[config.mk]
export PLATFORM = sky130hd
export DESIGN_NAME = event_handle_table
export DESIGN_NICKNAME = d
export VERILOG_FILES = /design/src/design/eht_pkg.sv /design/src/design/event_handle_table.sv
export SDC_FILE = /design/constraint.sdc
export NUM_CORES = 2
export LEC_CHECK = 0
export BUFFER_PORTS_ARGS = -buffer_cell sky130_fd_sc_hd__buf_2
export CORE_MARGIN = 2
export CORE_UTILIZATION = 61
export CTS_CLUSTER_SIZE = 40
export DETAILED_ROUTE_END_ITERATION = 10
export HOLD_SLACK_MARGIN = 0.05
export PLACE_DENSITY = 0.79
export RECOVER_POWER = 50
export SYNTH_ARGS = -nofsm -noshare
export SYNTH_HDL_FRONTEND = slang
export SYNTH_SLANG_ARGS = --single-unit
[constraint.sdc]
create_clock -name clk -period 7.7 [get_ports clk]
set_input_delay 0.385 -clock clk [delete_from_list [all_inputs] [get_ports clk]]
set_output_delay 0.385 -clock clk [all_outputs]
set_load 0.005 [all_outputs]
[src/design/eht_pkg.sv]
// Package for the event handle table: operation codes, status codes, FSM states, entry type, constants.
// No dependencies.
package eht_pkg;

  typedef enum logic [3:0] {
    OP_OPEN          = 4'd0,
    OP_CLOSE         = 4'd1,
    OP_ENABLE        = 4'd2,
    OP_DISABLE       = 4'd3,
    OP_TEST          = 4'd4,
    OP_DELIVER       = 4'd5,
    OP_DELIVER_CLASS = 4'd6,
    OP_UNDELIVER     = 4'd7,
    OP_UNDELIVER_CLS = 4'd8,
    OP_HAS_DELIVERED = 4'd9,
    OP_IS_DELIVERED  = 4'd10,
    OP_CONSUME       = 4'd11,
    OP_READ_ENTRY    = 4'd12
  } op_t;

  typedef enum logic [1:0] {
    ST_FREE      = 2'd0,
    ST_DISABLED  = 2'd1,
    ST_ENABLED   = 2'd2,
    ST_DELIVERED = 2'd3
  } status_t;

  typedef enum logic [2:0] {
    S_IDLE,
    S_CLEAR,
    S_RD,
    S_EXEC,
    S_SCAN
  } fsm_t;

  typedef struct packed {
    logic [31:0] cls;
    logic [15:0] spec;
    logic        polled;
    logic [31:0] callback;
    logic [1:0]  status;
  } entry_t;

  localparam logic [31:0] ALL_ONES   = 32'hFFFF_FFFF;
  localparam logic [31:0] TOP_BYTE   = 32'hFF00_0000;
  localparam logic [31:0] HBASE_RST  = 32'hF100_0000;
  localparam int          MAX_RESULTS = 16;

endpackage

[src/design/event_handle_table.sv]
// Event handle table: slots live in one synchronous RAM with registered read.
// Depends on eht_pkg.
//
// After reset the block clears the slot RAM with busy high. A per-handle
// request passes through accept and read (IDLE), execute/write (EXEC) and
// the return to IDLE; the next request can be accepted in the cycle that
// shows the result. Open and class-wide requests scan the RAM one slot per
// cycle; deliver_class adds a tail state (EXEC) when callbacks are collected
// both from the last slot and from an earlier one. Results appear for one
// cycle on out_valid; deliver_class may give one result per scanned slot,
// at most 16, the final one carrying out_last. The receiver cannot stall
// results.
module event_handle_table
  import eht_pkg::*;
#(
  parameter int SLOT_COUNT = 16
) (
  input  logic        clk,
  input  logic        rst_n,
  input  logic        start,
  output logic        busy,
  input  logic [3:0]  in_mode,
  input  logic [31:0] in_handle_in,
  input  logic [31:0] in_class_id,
  input  logic [15:0] in_spec_in,
  input  logic        in_no_callback,
  input  logic [31:0] in_callback_in,
  input  logic        cfg_we,
  input  logic [31:0] cfg_wdata,
  output logic        out_valid,
  output logic        out_ok,
  output logic [31:0] out_handle_out,
  output logic [31:0] out_entry_class,
  output logic [15:0] out_entry_spec,
  output logic        out_entry_no_callback,
  output logic [1:0]  out_entry_status,
  output logic [31:0] out_callback_out,
  output logic        out_last
);

  localparam int IW = (SLOT_COUNT > 1) ? $clog2(SLOT_COUNT) : 1;

  // slot memory
  entry_t mem [SLOT_COUNT];
  entry_t rd_q;
  logic [IW-1:0] raddr, waddr;
  logic          we;
  entry_t        wdata;

  always_ff @(posedge clk) begin
    if (we) mem[waddr] <= wdata;
    rd_q <= mem[raddr];
  end

  fsm_t state_r, state_nxt;
  logic [31:0] hbase_r;
  logic [3:0]  mode_r;
  logic [31:0] cls_r, cb_r;
  logic [15:0] spec_r;
  logic        pol_r, valid_r;
  logic [IW-1:0] idx_r, idx_nxt;      // address being read / scan pointer
  logic [IW-1:0] pidx_r, pidx_nxt;    // slot whose data sits in rd_q
  logic        found_r, found_nxt;
  logic [4:0]  n_r, n_nxt;
  // pending deliver_class result, held so the final one can carry last
  logic        pend_r, pend_nxt;
  logic [31:0] pcb_r, pcb_nxt;

  // outputs registered
  logic        ov_r, ov_nxt, ook_r, ook_nxt, olast_r, olast_nxt;
  logic [31:0] ohd_r, ohd_nxt, ocb_r, ocb_nxt;
  entry_t      oent_r, oent_nxt;

  // handle decode at accept
  logic [4:0] hidx;
  logic       hval;
  assign hidx = in_handle_in[8:4];
  assign hval = ((in_handle_in & TOP_BYTE) == (hbase_r & TOP_BYTE)) &&
                (32'(hidx) < 32'(SLOT_COUNT));

  logic scan_op;
  assign scan_op = (in_mode == OP_OPEN) || (in_mode == OP_DELIVER_CLASS) ||
                   (in_mode == OP_UNDELIVER_CLS) || (in_mode == OP_HAS_DELIVERED);

  logic last_slot, match;
  assign last_slot = (32'(pidx_r) == SLOT_COUNT - 1);
  assign match = (rd_q.cls == cls_r) && (rd_q.spec == spec_r);

  assign busy = (state_r != S_IDLE);

  always_comb begin
    state_nxt = state_r;
    idx_nxt = idx_r;
    pidx_nxt = pidx_r;
    found_nxt = found_r;
    n_nxt = n_r;
    pend_nxt = pend_r;
    pcb_nxt = pcb_r;
    raddr = idx_r;
    we = 1'b0;
    waddr = pidx_r;
    wdata = rd_q;
    ov_nxt = 1'b0;
    ook_nxt = 1'b0;
    olast_nxt = 1'b1;
    ohd_nxt = '0;
    ocb_nxt = '0;
    oent_nxt = '0;
    case (state_r)
      // sweep the RAM to all-free
      S_CLEAR: begin
        we = 1'b1;
        waddr = idx_r;
        wdata = '0;
        idx_nxt = idx_r + 1'b1;
        if (32'(idx_r) == SLOT_COUNT - 1) state_nxt = S_IDLE;
      end
      // accept request, issue first read
      S_IDLE: begin
        if (start) begin
          found_nxt = 1'b0;
          n_nxt = '0;
          pend_nxt = 1'b0;
          if (scan_op) begin
            raddr = '0;
            pidx_nxt = '0;
            idx_nxt = (SLOT_COUNT > 1) ? IW'(1) : '0;
            state_nxt = S_SCAN;
          end else begin
            raddr = hidx[IW-1:0];
            pidx_nxt = hidx[IW-1:0];
            state_nxt = S_EXEC;
          end
        end
      end
      // per-handle read-modify-write
      S_EXEC: begin
        state_nxt = S_IDLE;
        ov_nxt = 1'b1;
        if (valid_r) begin
          case (mode_r)
            OP_CLOSE: begin
              we = 1'b1; wdata = '0; ook_nxt = 1'b1;
            end
            OP_ENABLE, OP_DISABLE: if (rd_q.status != ST_FREE) begin
              we = 1'b1;
              wdata.status = (mode_r == OP_ENABLE) ? ST_ENABLED : ST_DISABLED;
              ook_nxt = 1'b1;
            end
            OP_TEST: if (rd_q.status == ST_DELIVERED) begin
              ook_nxt = 1'b1;
              if (rd_q.polled) begin we = 1'b1; wdata.status = ST_ENABLED; end
            end
            OP_DELIVER: if (rd_q.status == ST_ENABLED && rd_q.polled) begin
              we = 1'b1; wdata.status = ST_DELIVERED; ook_nxt = 1'b1;
            end
            OP_UNDELIVER: if (rd_q.status == ST_DELIVERED) begin
              we = 1'b1; wdata.status = ST_ENABLED; ook_nxt = 1'b1;
            end
            OP_IS_DELIVERED: ook_nxt = (rd_q.status == ST_DELIVERED);
            OP_CONSUME: if (rd_q.status == ST_DELIVERED && rd_q.polled) begin
              we = 1'b1; wdata.status = ST_ENABLED; ook_nxt = 1'b1;
            end
            OP_READ_ENTRY: begin
              ook_nxt = 1'b1;
              oent_nxt = rd_q;
              ocb_nxt = rd_q.callback;
            end
            default: ;
          endcase
        end
      end
      // scan one slot per cycle; rd_q holds slot pidx_r
      S_SCAN: begin
        raddr = idx_r;
        idx_nxt = idx_r + 1'b1;
        pidx_nxt = idx_r;
        case (mode_r)
          OP_OPEN: if (!found_r && rd_q.status == ST_FREE) begin
            found_nxt = 1'b1;
            we = 1'b1;
            wdata.cls = cls_r; wdata.spec = spec_r; wdata.polled = pol_r;
            wdata.callback = cb_r; wdata.status = ST_DISABLED;
            ohd_nxt = hbase_r | (32'(pidx_r) << 4);
          end
          OP_DELIVER_CLASS: if (rd_q.status == ST_ENABLED && match) begin
            if (rd_q.polled) begin
              we = 1'b1; wdata.status = ST_DELIVERED;
            end else if (rd_q.callback != '0 && 32'(n_r) < MAX_RESULTS) begin
              // flush previous pending result, hold this one
              if (pend_r) begin
                ov_nxt = 1'b1; ook_nxt = 1'b1; olast_nxt = 1'b0; ocb_nxt = pcb_r;
              end
              pend_nxt = 1'b1;
              pcb_nxt = rd_q.callback;
              n_nxt = n_r + 1'b1;
            end
          end
          OP_UNDELIVER_CLS: if (rd_q.status == ST_DELIVERED && match) begin
            we = 1'b1; wdata.status = ST_ENABLED; found_nxt = 1'b1;
          end
          OP_HAS_DELIVERED: if (rd_q.status == ST_DELIVERED && match)
            found_nxt = 1'b1;
          default: ;
        endcase
        if (last_slot) begin
          state_nxt = S_IDLE;
          if (mode_r == OP_DELIVER_CLASS) begin
            // final result: the held one, or the newly found one
            if (pend_nxt && pend_r && !ov_nxt) begin
              ov_nxt = 1'b1; ook_nxt = 1'b1; ocb_nxt = pcb_r; olast_nxt = 1'b1;
            end else if (ov_nxt) begin
              // previous flushed this cycle; emit current next cycle
              state_nxt = S_EXEC;
            end else begin
              ov_nxt = 1'b1; ook_nxt = pend_nxt; ocb_nxt = pend_nxt ? pcb_nxt : '0;
              olast_nxt = 1'b1;
            end
          end else if (mode_r == OP_OPEN) begin
            ov_nxt = 1'b1;
            ook_nxt = found_nxt;
            if (found_r) ohd_nxt = ohd_r;
            else if (!found_nxt) ohd_nxt = ALL_ONES;
          end else begin
            ov_nxt = 1'b1; ook_nxt = found_nxt;
          end
        end else if (mode_r == OP_OPEN && found_r) begin
          ohd_nxt = ohd_r;
        end
      end
      default: state_nxt = S_IDLE;
    endcase
    // tail cycle of deliver_class: send the held final result
    if (state_r == S_EXEC && mode_r == OP_DELIVER_CLASS) begin
      we = 1'b0;
      ov_nxt = 1'b1; ook_nxt = 1'b1; ocb_nxt = pcb_r; olast_nxt = 1'b1;
      oent_nxt = '0;
    end
  end

  // control registers
  always_ff @(posedge clk) begin
    if (!rst_n) begin
      state_r <= S_CLEAR;
      idx_r   <= '0;
      hbase_r <= HBASE_RST;
      ov_r    <= 1'b0;
    end else begin
      state_r <= state_nxt;
      idx_r   <= idx_nxt;
      ov_r    <= ov_nxt;
      if (cfg_we) hbase_r <= cfg_wdata;
    end
  end

  // payload registers
  always_ff @(posedge clk) begin
    pidx_r <= pidx_nxt; found_r <= found_nxt; n_r <= n_nxt;
    pend_r <= pend_nxt; pcb_r <= pcb_nxt;
    ook_r <= ook_nxt; olast_r <= olast_nxt; ohd_r <= ohd_nxt;
    ocb_r <= ocb_nxt; oent_r <= oent_nxt;
    if (state_r == S_IDLE && start) begin
      mode_r <= in_mode; cls_r <= in_class_id; spec_r <= in_spec_in;
      pol_r <= in_no_callback; cb_r <= in_callback_in; valid_r <= hval;
    end
  end

  assign out_valid = ov_r;
  assign out_ok = ook_r;
  assign out_handle_out = ohd_r;
  assign out_entry_class = oent_r.cls;
  assign out_entry_spec = oent_r.spec;
  assign out_entry_no_callback = oent_r.polled;
  assign out_entry_status = oent_r.status;
  assign out_callback_out = ocb_r;
  assign out_last = olast_r;

  // checks
  a_no_accept_busy: assert property (@(posedge clk) disable iff (!rst_n)
    (state_r == S_CLEAR) |-> busy) else $error("accept during clear");
  a_res_count: assert property (@(posedge clk) disable iff (!rst_n)
    (state_r == S_SCAN) |-> (n_r <= 5'(MAX_RESULTS))) else $error("too many results");
  a_idle_ret: assert property (@(posedge clk) disable iff (!rst_n)
    (ov_r && out_last && state_r != S_IDLE) |-> $past(state_r) == S_IDLE)
    else $error("last result while still working");

endmodule
# After elaboration in Yosys (flattened, before gate mapping)
# Memories as Yosys holds them, arrays and structs flattened. A register that Yosys moved wholly into a read port is not among the register bits.
# Cells that the tools add are included.
[totals] register_bits=286 latch_bits=0 mem_bits_rw=1328 rom_bits=0 input_bits=153 out_inout_bits=119 mem_count=1
[op_classes] addsub=2 n_mul=0 n_div=0 order_cmp=2 n_eq_ne=35 shift=0 n_mux=119 n_bitwise=5 n_reduce_logical=39
[memory_table] memory="mem" words=16 word_bits=83 rd=1 rd_clocked_by_memory_dff=1 write_ports=1 line_no="event_handle_table.sv:44" rtl="entry_t mem [SLOT_COUNT];"
[op_table] op="two-way mux 32 bit" count=25
[op_table] op="one-hot mux 83 bit (3 select lines)" count=1
[op_table] op="two-way mux 83 bit" count=2
[op_table] op="two-way mux 81 bit" count=2
[op_table] op="one-hot mux 32 bit (2 select lines)" count=1
[op_table] op="two-way mux 1 bit" count=44
[op_table] op="equality test 4 bit (second input constant)" count=9
[op_table] op="equality test 32 bit" count=1
[op_table] op="bitwise OR 32 x 8 -> 32 bit" count=1
[op_table] op="nonzero test 32 bit" count=1
[op_table] op="two-way mux 4 bit" count=7
[op_table] op="two-way mux 2 bit" count=13
[op_table] op="two-way mux 5 bit" count=5
[op_table] op="equality test 4 x 3 -> 1 bit (second input constant)" count=5
[op_table] op="!= test 2 bit (second input constant)" count=9
[op_table] op="equality test 16 bit" count=1
[op_table] op="one-hot mux 4 bit (2 select lines)" count=2
[op_table] op="logical AND 1 bit" count=13
[op_table] op="two-way mux 3 bit" count=4
[op_table] op="one-hot mux 1 bit (6 select lines)" count=2
[op_table] op="one-hot mux 2 bit (6 select lines)" count=1
[op_table] op="OR reduction 2 bit" count=6
[op_table] op="less-than comparator 5 bit (second input constant)" count=2
[op_table] op="one-hot mux 1 bit (2 select lines)" count=5
[op_table] op="26 further kinds" count=40

# Longest topological paths before layout
[depth] ltp_word=14 mapped_depth=12 mapped_depth_nobuf=8

# Least setup slack after synthesis
# OpenSTA, ideal clock, no wires.
[synth_timing] kind="register to register" from="reg cls_r[15]" to="mem mem[3][0] in the netlist's numbering, enable pin" setup_ns=0.525 arrival_time_ns=5.581 required_ns=7.175 setup_slack_ns=1.593 stages_incl_launch_ff=8 path_buffers=0 synth_period_minus_slack_ns=6.107 cell_sequence="edfxtp_1 xor2_1 or4_1 nor4_2 nand3_1 o21ai_0 o21ai_0 nor2_1"
[synth_between] elab_chain_cells=9 elab_cells_between_ends=11 classes_between="eq/ne: 1; mux: 7; reduce/logical: 3"
[synth_lines] element="from (decl)" line_no="event_handle_table.sv:58" rtl="logic [31:0] cls_r, cb_r;"
[synth_lines] element="from (signal assigned)" line_no="event_handle_table.sv:263" rtl="mode_r <= in_mode; cls_r <= in_class_id; spec_r <= in_spec_in;"
[synth_lines] element="equality test 32 bit *" line_no="event_handle_table.sv:87" rtl="assign match = (rd_q.cls == cls_r) && (rd_q.spec == spec_r);"
[synth_lines] element="logical AND 1 bit *" line_no="event_handle_table.sv:87"
[synth_lines] element="logical AND 1 bit, on equally long branches" line_no="event_handle_table.sv:199, event_handle_table.sv:186"
[synth_lines] element="two-way mux 1 bit, on equally long branches" line_no="event_handle_table.sv:199, event_handle_table.sv:186"
[synth_lines] element="one-hot mux 1 bit (3 select lines) *" line_no="event_handle_table.sv:178" rtl="case (mode_r)"
[synth_lines] element="one-hot mux 1 bit (3 select lines) *" line_no="event_handle_table.sv:109" rtl="case (state_r)"
[synth_lines] element="two-way mux 1 bit *" line_no="event_handle_table.sv:234" rtl="if (state_r == S_EXEC && mode_r == OP_DELIVER_CLASS) begin"
[synth_lines] element="two-way mux 1 bit *" line_no="event_handle_table.sv:51" rtl="if (we) mem[waddr] <= wdata;"
[synth_lines] element="two-way mux 1 bit (implied by the code) *" line_no="event_handle_table.sv:51"
[synth_lines] element="to (decl)" line_no="event_handle_table.sv:44"
# Every way passes the cells marked *; elsewhere a longest branch is shown, timed or not.

# Worst setup path after layout
[layout_timing] from="reg spec_r[5]" to="mem mem[4][26] in the netlist's numbering, enable pin"
[layout_between] elab_chain_cells=9 elab_cells_between_ends=11 classes_between="eq/ne: 1; mux: 7; reduce/logical: 3"
[layout_lines] element="from (decl)" line_no="event_handle_table.sv:59" rtl="logic [15:0] spec_r;"
[layout_lines] element="from (signal assigned)" line_no="event_handle_table.sv:263"
[layout_lines] element="equality test 16 bit *" line_no="event_handle_table.sv:87"
[layout_lines] element="logical AND 1 bit *" line_no="event_handle_table.sv:87"
[layout_lines] element="logical AND 1 bit, on equally long branches" line_no="event_handle_table.sv:199, event_handle_table.sv:186"
[layout_lines] element="two-way mux 1 bit, on equally long branches" line_no="event_handle_table.sv:199, event_handle_table.sv:186"
[layout_lines] element="one-hot mux 1 bit (3 select lines) *" line_no="event_handle_table.sv:178"
[layout_lines] element="one-hot mux 1 bit (3 select lines) *" line_no="event_handle_table.sv:109"
[layout_lines] element="two-way mux 1 bit *" line_no="event_handle_table.sv:234"
[layout_lines] element="two-way mux 1 bit *" line_no="event_handle_table.sv:51"
[layout_lines] element="two-way mux 1 bit (implied by the code) *" line_no="event_handle_table.sv:51"
# Marks and branches as above.

==> qor.yml <==
run_status:
  outcome: "finished, violations left"
  violations: "capacitance limit, slew limit"
power_and_ir_drop:
  p_per_area_nw_per_um2: 322
  p_leak_nw: 25.1
  ir_drop_mv: 0.376
clock_network:
  cts_buffers: 162
  insertion_delay_ns: 0.78
  post_cts_resized: 0
  cts_buffer_depth: 3
  cts_tree: "yes"
  clkTransAtPathRegs_ns: 0.06
  clock-sinks: 1697
  cts-root-buf: "clkbuf_16"
  cts_max_level: 4
critical_path:
  critPathMaxFanout: 34
  crit_type: "flip-flop to flip-flop"
  crit_required_ns: 8.00
  worstPathCellList: "xor2_1 > or4_1 > nor4_1 > nand3_1 > o21ai_0 > o22ai_1 > nor2_4 > clkbuf_1"
  slowest_delay_ns: 2.11
  cp-start-kind: "flip-flop"
  worstPathArrival_ns: 6.35
  crit_path_top_delay_cell: "clkbuf_1"
  critPathTopFamily: "buffers and inverters"
  reg2reg_slack_ns: 1.65
  worstSetupEndpointType: "flip-flop"
  critPathBufInv: 1
floorplanning:
  num_rows: 118
  coreArea_um2: 104000
  die_h_um: 328
  start_util_pct: 61.7
  die_w_um: 328
  dieArea_um2: 108000
  ios: 272
timing:
  max_freq_ghz: 0.165
  tns_ns: 0
  finalHoldViolations: 0
  min_period_ns: 6.05
  setup_ws_ns: 1.65
  rsz0062_at_grt: "no"
  finalCritPeriodShare_pct: 78.5
  relSlewSlack_pct: -139
  slew_viol_final: 511
  setup_viol: 0
  worst_pin_slew_ns: 3.59
  skew_ns: 0.0321
placed_design:
  io_buffer_count: 252
  gp_congestion: 0.816
  hpwlAfterDp_mm: 78.1
  dp_slack_ns: 2.77
yosys:
  syn-cell-area_um2: 64100
  synth_warnings: 0
  yosysMostFrequentCell: "edfxtp_1"
  netlist_instances: 3725
  synth_cell_types: 66
  yosysTopAreaCell: "edfxtp_1"
  seq_area_frac_synth_pct: 75.8
  async_flop_share_pct: 0
  synth_edf_count: 1457
  synth_top_cells_by_count: "edfxtp_1, mux2i_1, o22ai_1, dfxtp_1, a22o_1"
  synthFlopType: "edfxtp_1"
  ys_seq_elements: 1697
  synth_top_area_share_pct: 68.3
  syn_nets: 3880
  postSynthAreaPerCell_um2: 17.2
  synth_area_leaders: "edfxtp_1, mux2i_1, dfxtp_1"
hold_path:
  worstHoldPathType: "primary input to flip-flop"
route:
  first_pass_iters: 6
  drc: 0
  routedWlPerCell_um: 28.1
  vias: 36438
  route.antenna.remaining_nets: 0
  drt-total-wl_mm: 158
  drt-initial-drc-count: 4460
  via_per_inst: 6.47
final_layout:
  area_growth_pct: 14.6
  n_antenna_cell: 0
  nNetsFinal: 4266
  drive_gt1_share_pct: 12.3
job:
  cap_violations: 15
global_route:
  track_usage_pct: 29.0
  antenna_found_initial: 5
  grt_pass1_vias: 35533
  grt_start_max_net_pins: 131
  overflow: 0
  grt_pass1_wl_mm: 229
-- layout by cell type, fill, tap and decap left out, types with 11 or more instances in the layout --
master	n
clkbuf_1	152
and2_0	45
nor2b_1	35
o31ai_1	28
clkbuf_8	28
a22o_1	112
o21ai_0	21
nor3b_1	12
clkinv_1	13
buf_2	153
a21oi_1	45
xor2_1	26
nor2_4	13
mux2i_1	696
buf_12	21
clkinv_2	21
nor2_1	35
edfxtp_1	1457
nand2_1	75
nor4_1	13
inv_1	11
nor3_1	17
clkbuf_16	166
bufinv_16	14
dfxtp_1	240
o22ai_1	335
nand3_1	12
nand4_1	17
or4_1	87
mux2_2	32
xnor2_1	37
dlygate4sd3_1	126
buf_4	35
-- registers in the layout, indices dropped and copies added, names as in the netlist, 2 cells and up --
signal and count:
out_callback_out 32, pidx_r 4, cls_r 32, idx_r 4
n_r 5, out_entry_spec 16, rd_q 83, state_r 3
out_entry_status 2, out_handle_out 32, hbase_r 32, cb_r 32
spec_r 16, mode_r 4, pcb_r 32, out_entry_class 32
mem 1328
-- per-stage QoR --
step           utilization [%]  instance area, um^2  cells  hold WS [ns]  total power, W
4_1_cts                   70.9                73700   5629        0.0555          0.0236
3_3_place_gp              64.4                67000   5201         0.427          0.0155
3_5_place_dp              64.4                67000   5201         0.433          0.0156
2_1_floorplan                -                64100   3725         0.449          0.0143
6_report                  70.7                73500   5629         0.101          0.0236
5_1_grt                   70.7                73500   5629        0.0943          0.0243
-- worst register-to-register path, stage by stage, from the launching register on --
cell and delay [ns]:
edfxtp_1 0.40, xor2_1 0.28, or4_1 0.54, nor4_1 0.62, nand3_1 0.40, o21ai_0 0.55, o22ai_1 0.42, nor2_4 0.21
clkbuf_1 2.11
-- cell type report --
cell class              instances  area (um^2)
clock buffers                 240         4710
multi-input cells            1793        14600
flip-flops and latches       1697        48600
repair buffers                444         3120
well taps                    1380         1730
fillers                      6212        30500
clock inverters                62          749
inverters                      13         51.3
-- where the power goes --
group	switching (W)	internal (W)	total (W)	leakage (nW)
Combinational	0.00250	0.00131	0.00381	7.20
Sequential	0.000525	0.0113	0.0118	15.2
Clock	0.00332	0.00472	0.00805	2.68
-- path summary, 6_finish.rpt --
path,startpoint,endpoint,cells after the start
worst min-delay path,in_handle_in[27],valid_r,4
worst min register to register,out_handle_out[2],out_handle_out[2],2
worst max-delay path,spec_r[5],mem[4][26],8
worst max register to register,spec_r[5],mem[4][26],8
-- kinds of logic after synthesis --
kind of cell | share of synthesized area [%]
flip-flops | 75.8
multiplexers | 11.4
AO/OA/AOI/OAI | 6.31
AND/OR/NAND/NOR | 3.74
buffers and inverters | 1.85
XOR/XNOR | 0.861
adder cells (fa/ha/maj) | 0.0390
-- repair_timing --
item                                   in CTS  in global routing
hold buffers                              126                  0
buffers inserted                            0                  0
endpoints found under the hold margin     122                  0
-- per-layer routing --
layer,share of wire (%),up-vias,global-route usage [%],wire (um)
met5,0.017,-,0,27
met4,3.1,4,10.3,4900
met3,10,327,5.22,16400
met2,48,2249,46.7,76100
met1,38,18244,40.1,60700
li1,-,15614,-,-
(Power assumes the default switching activity.)
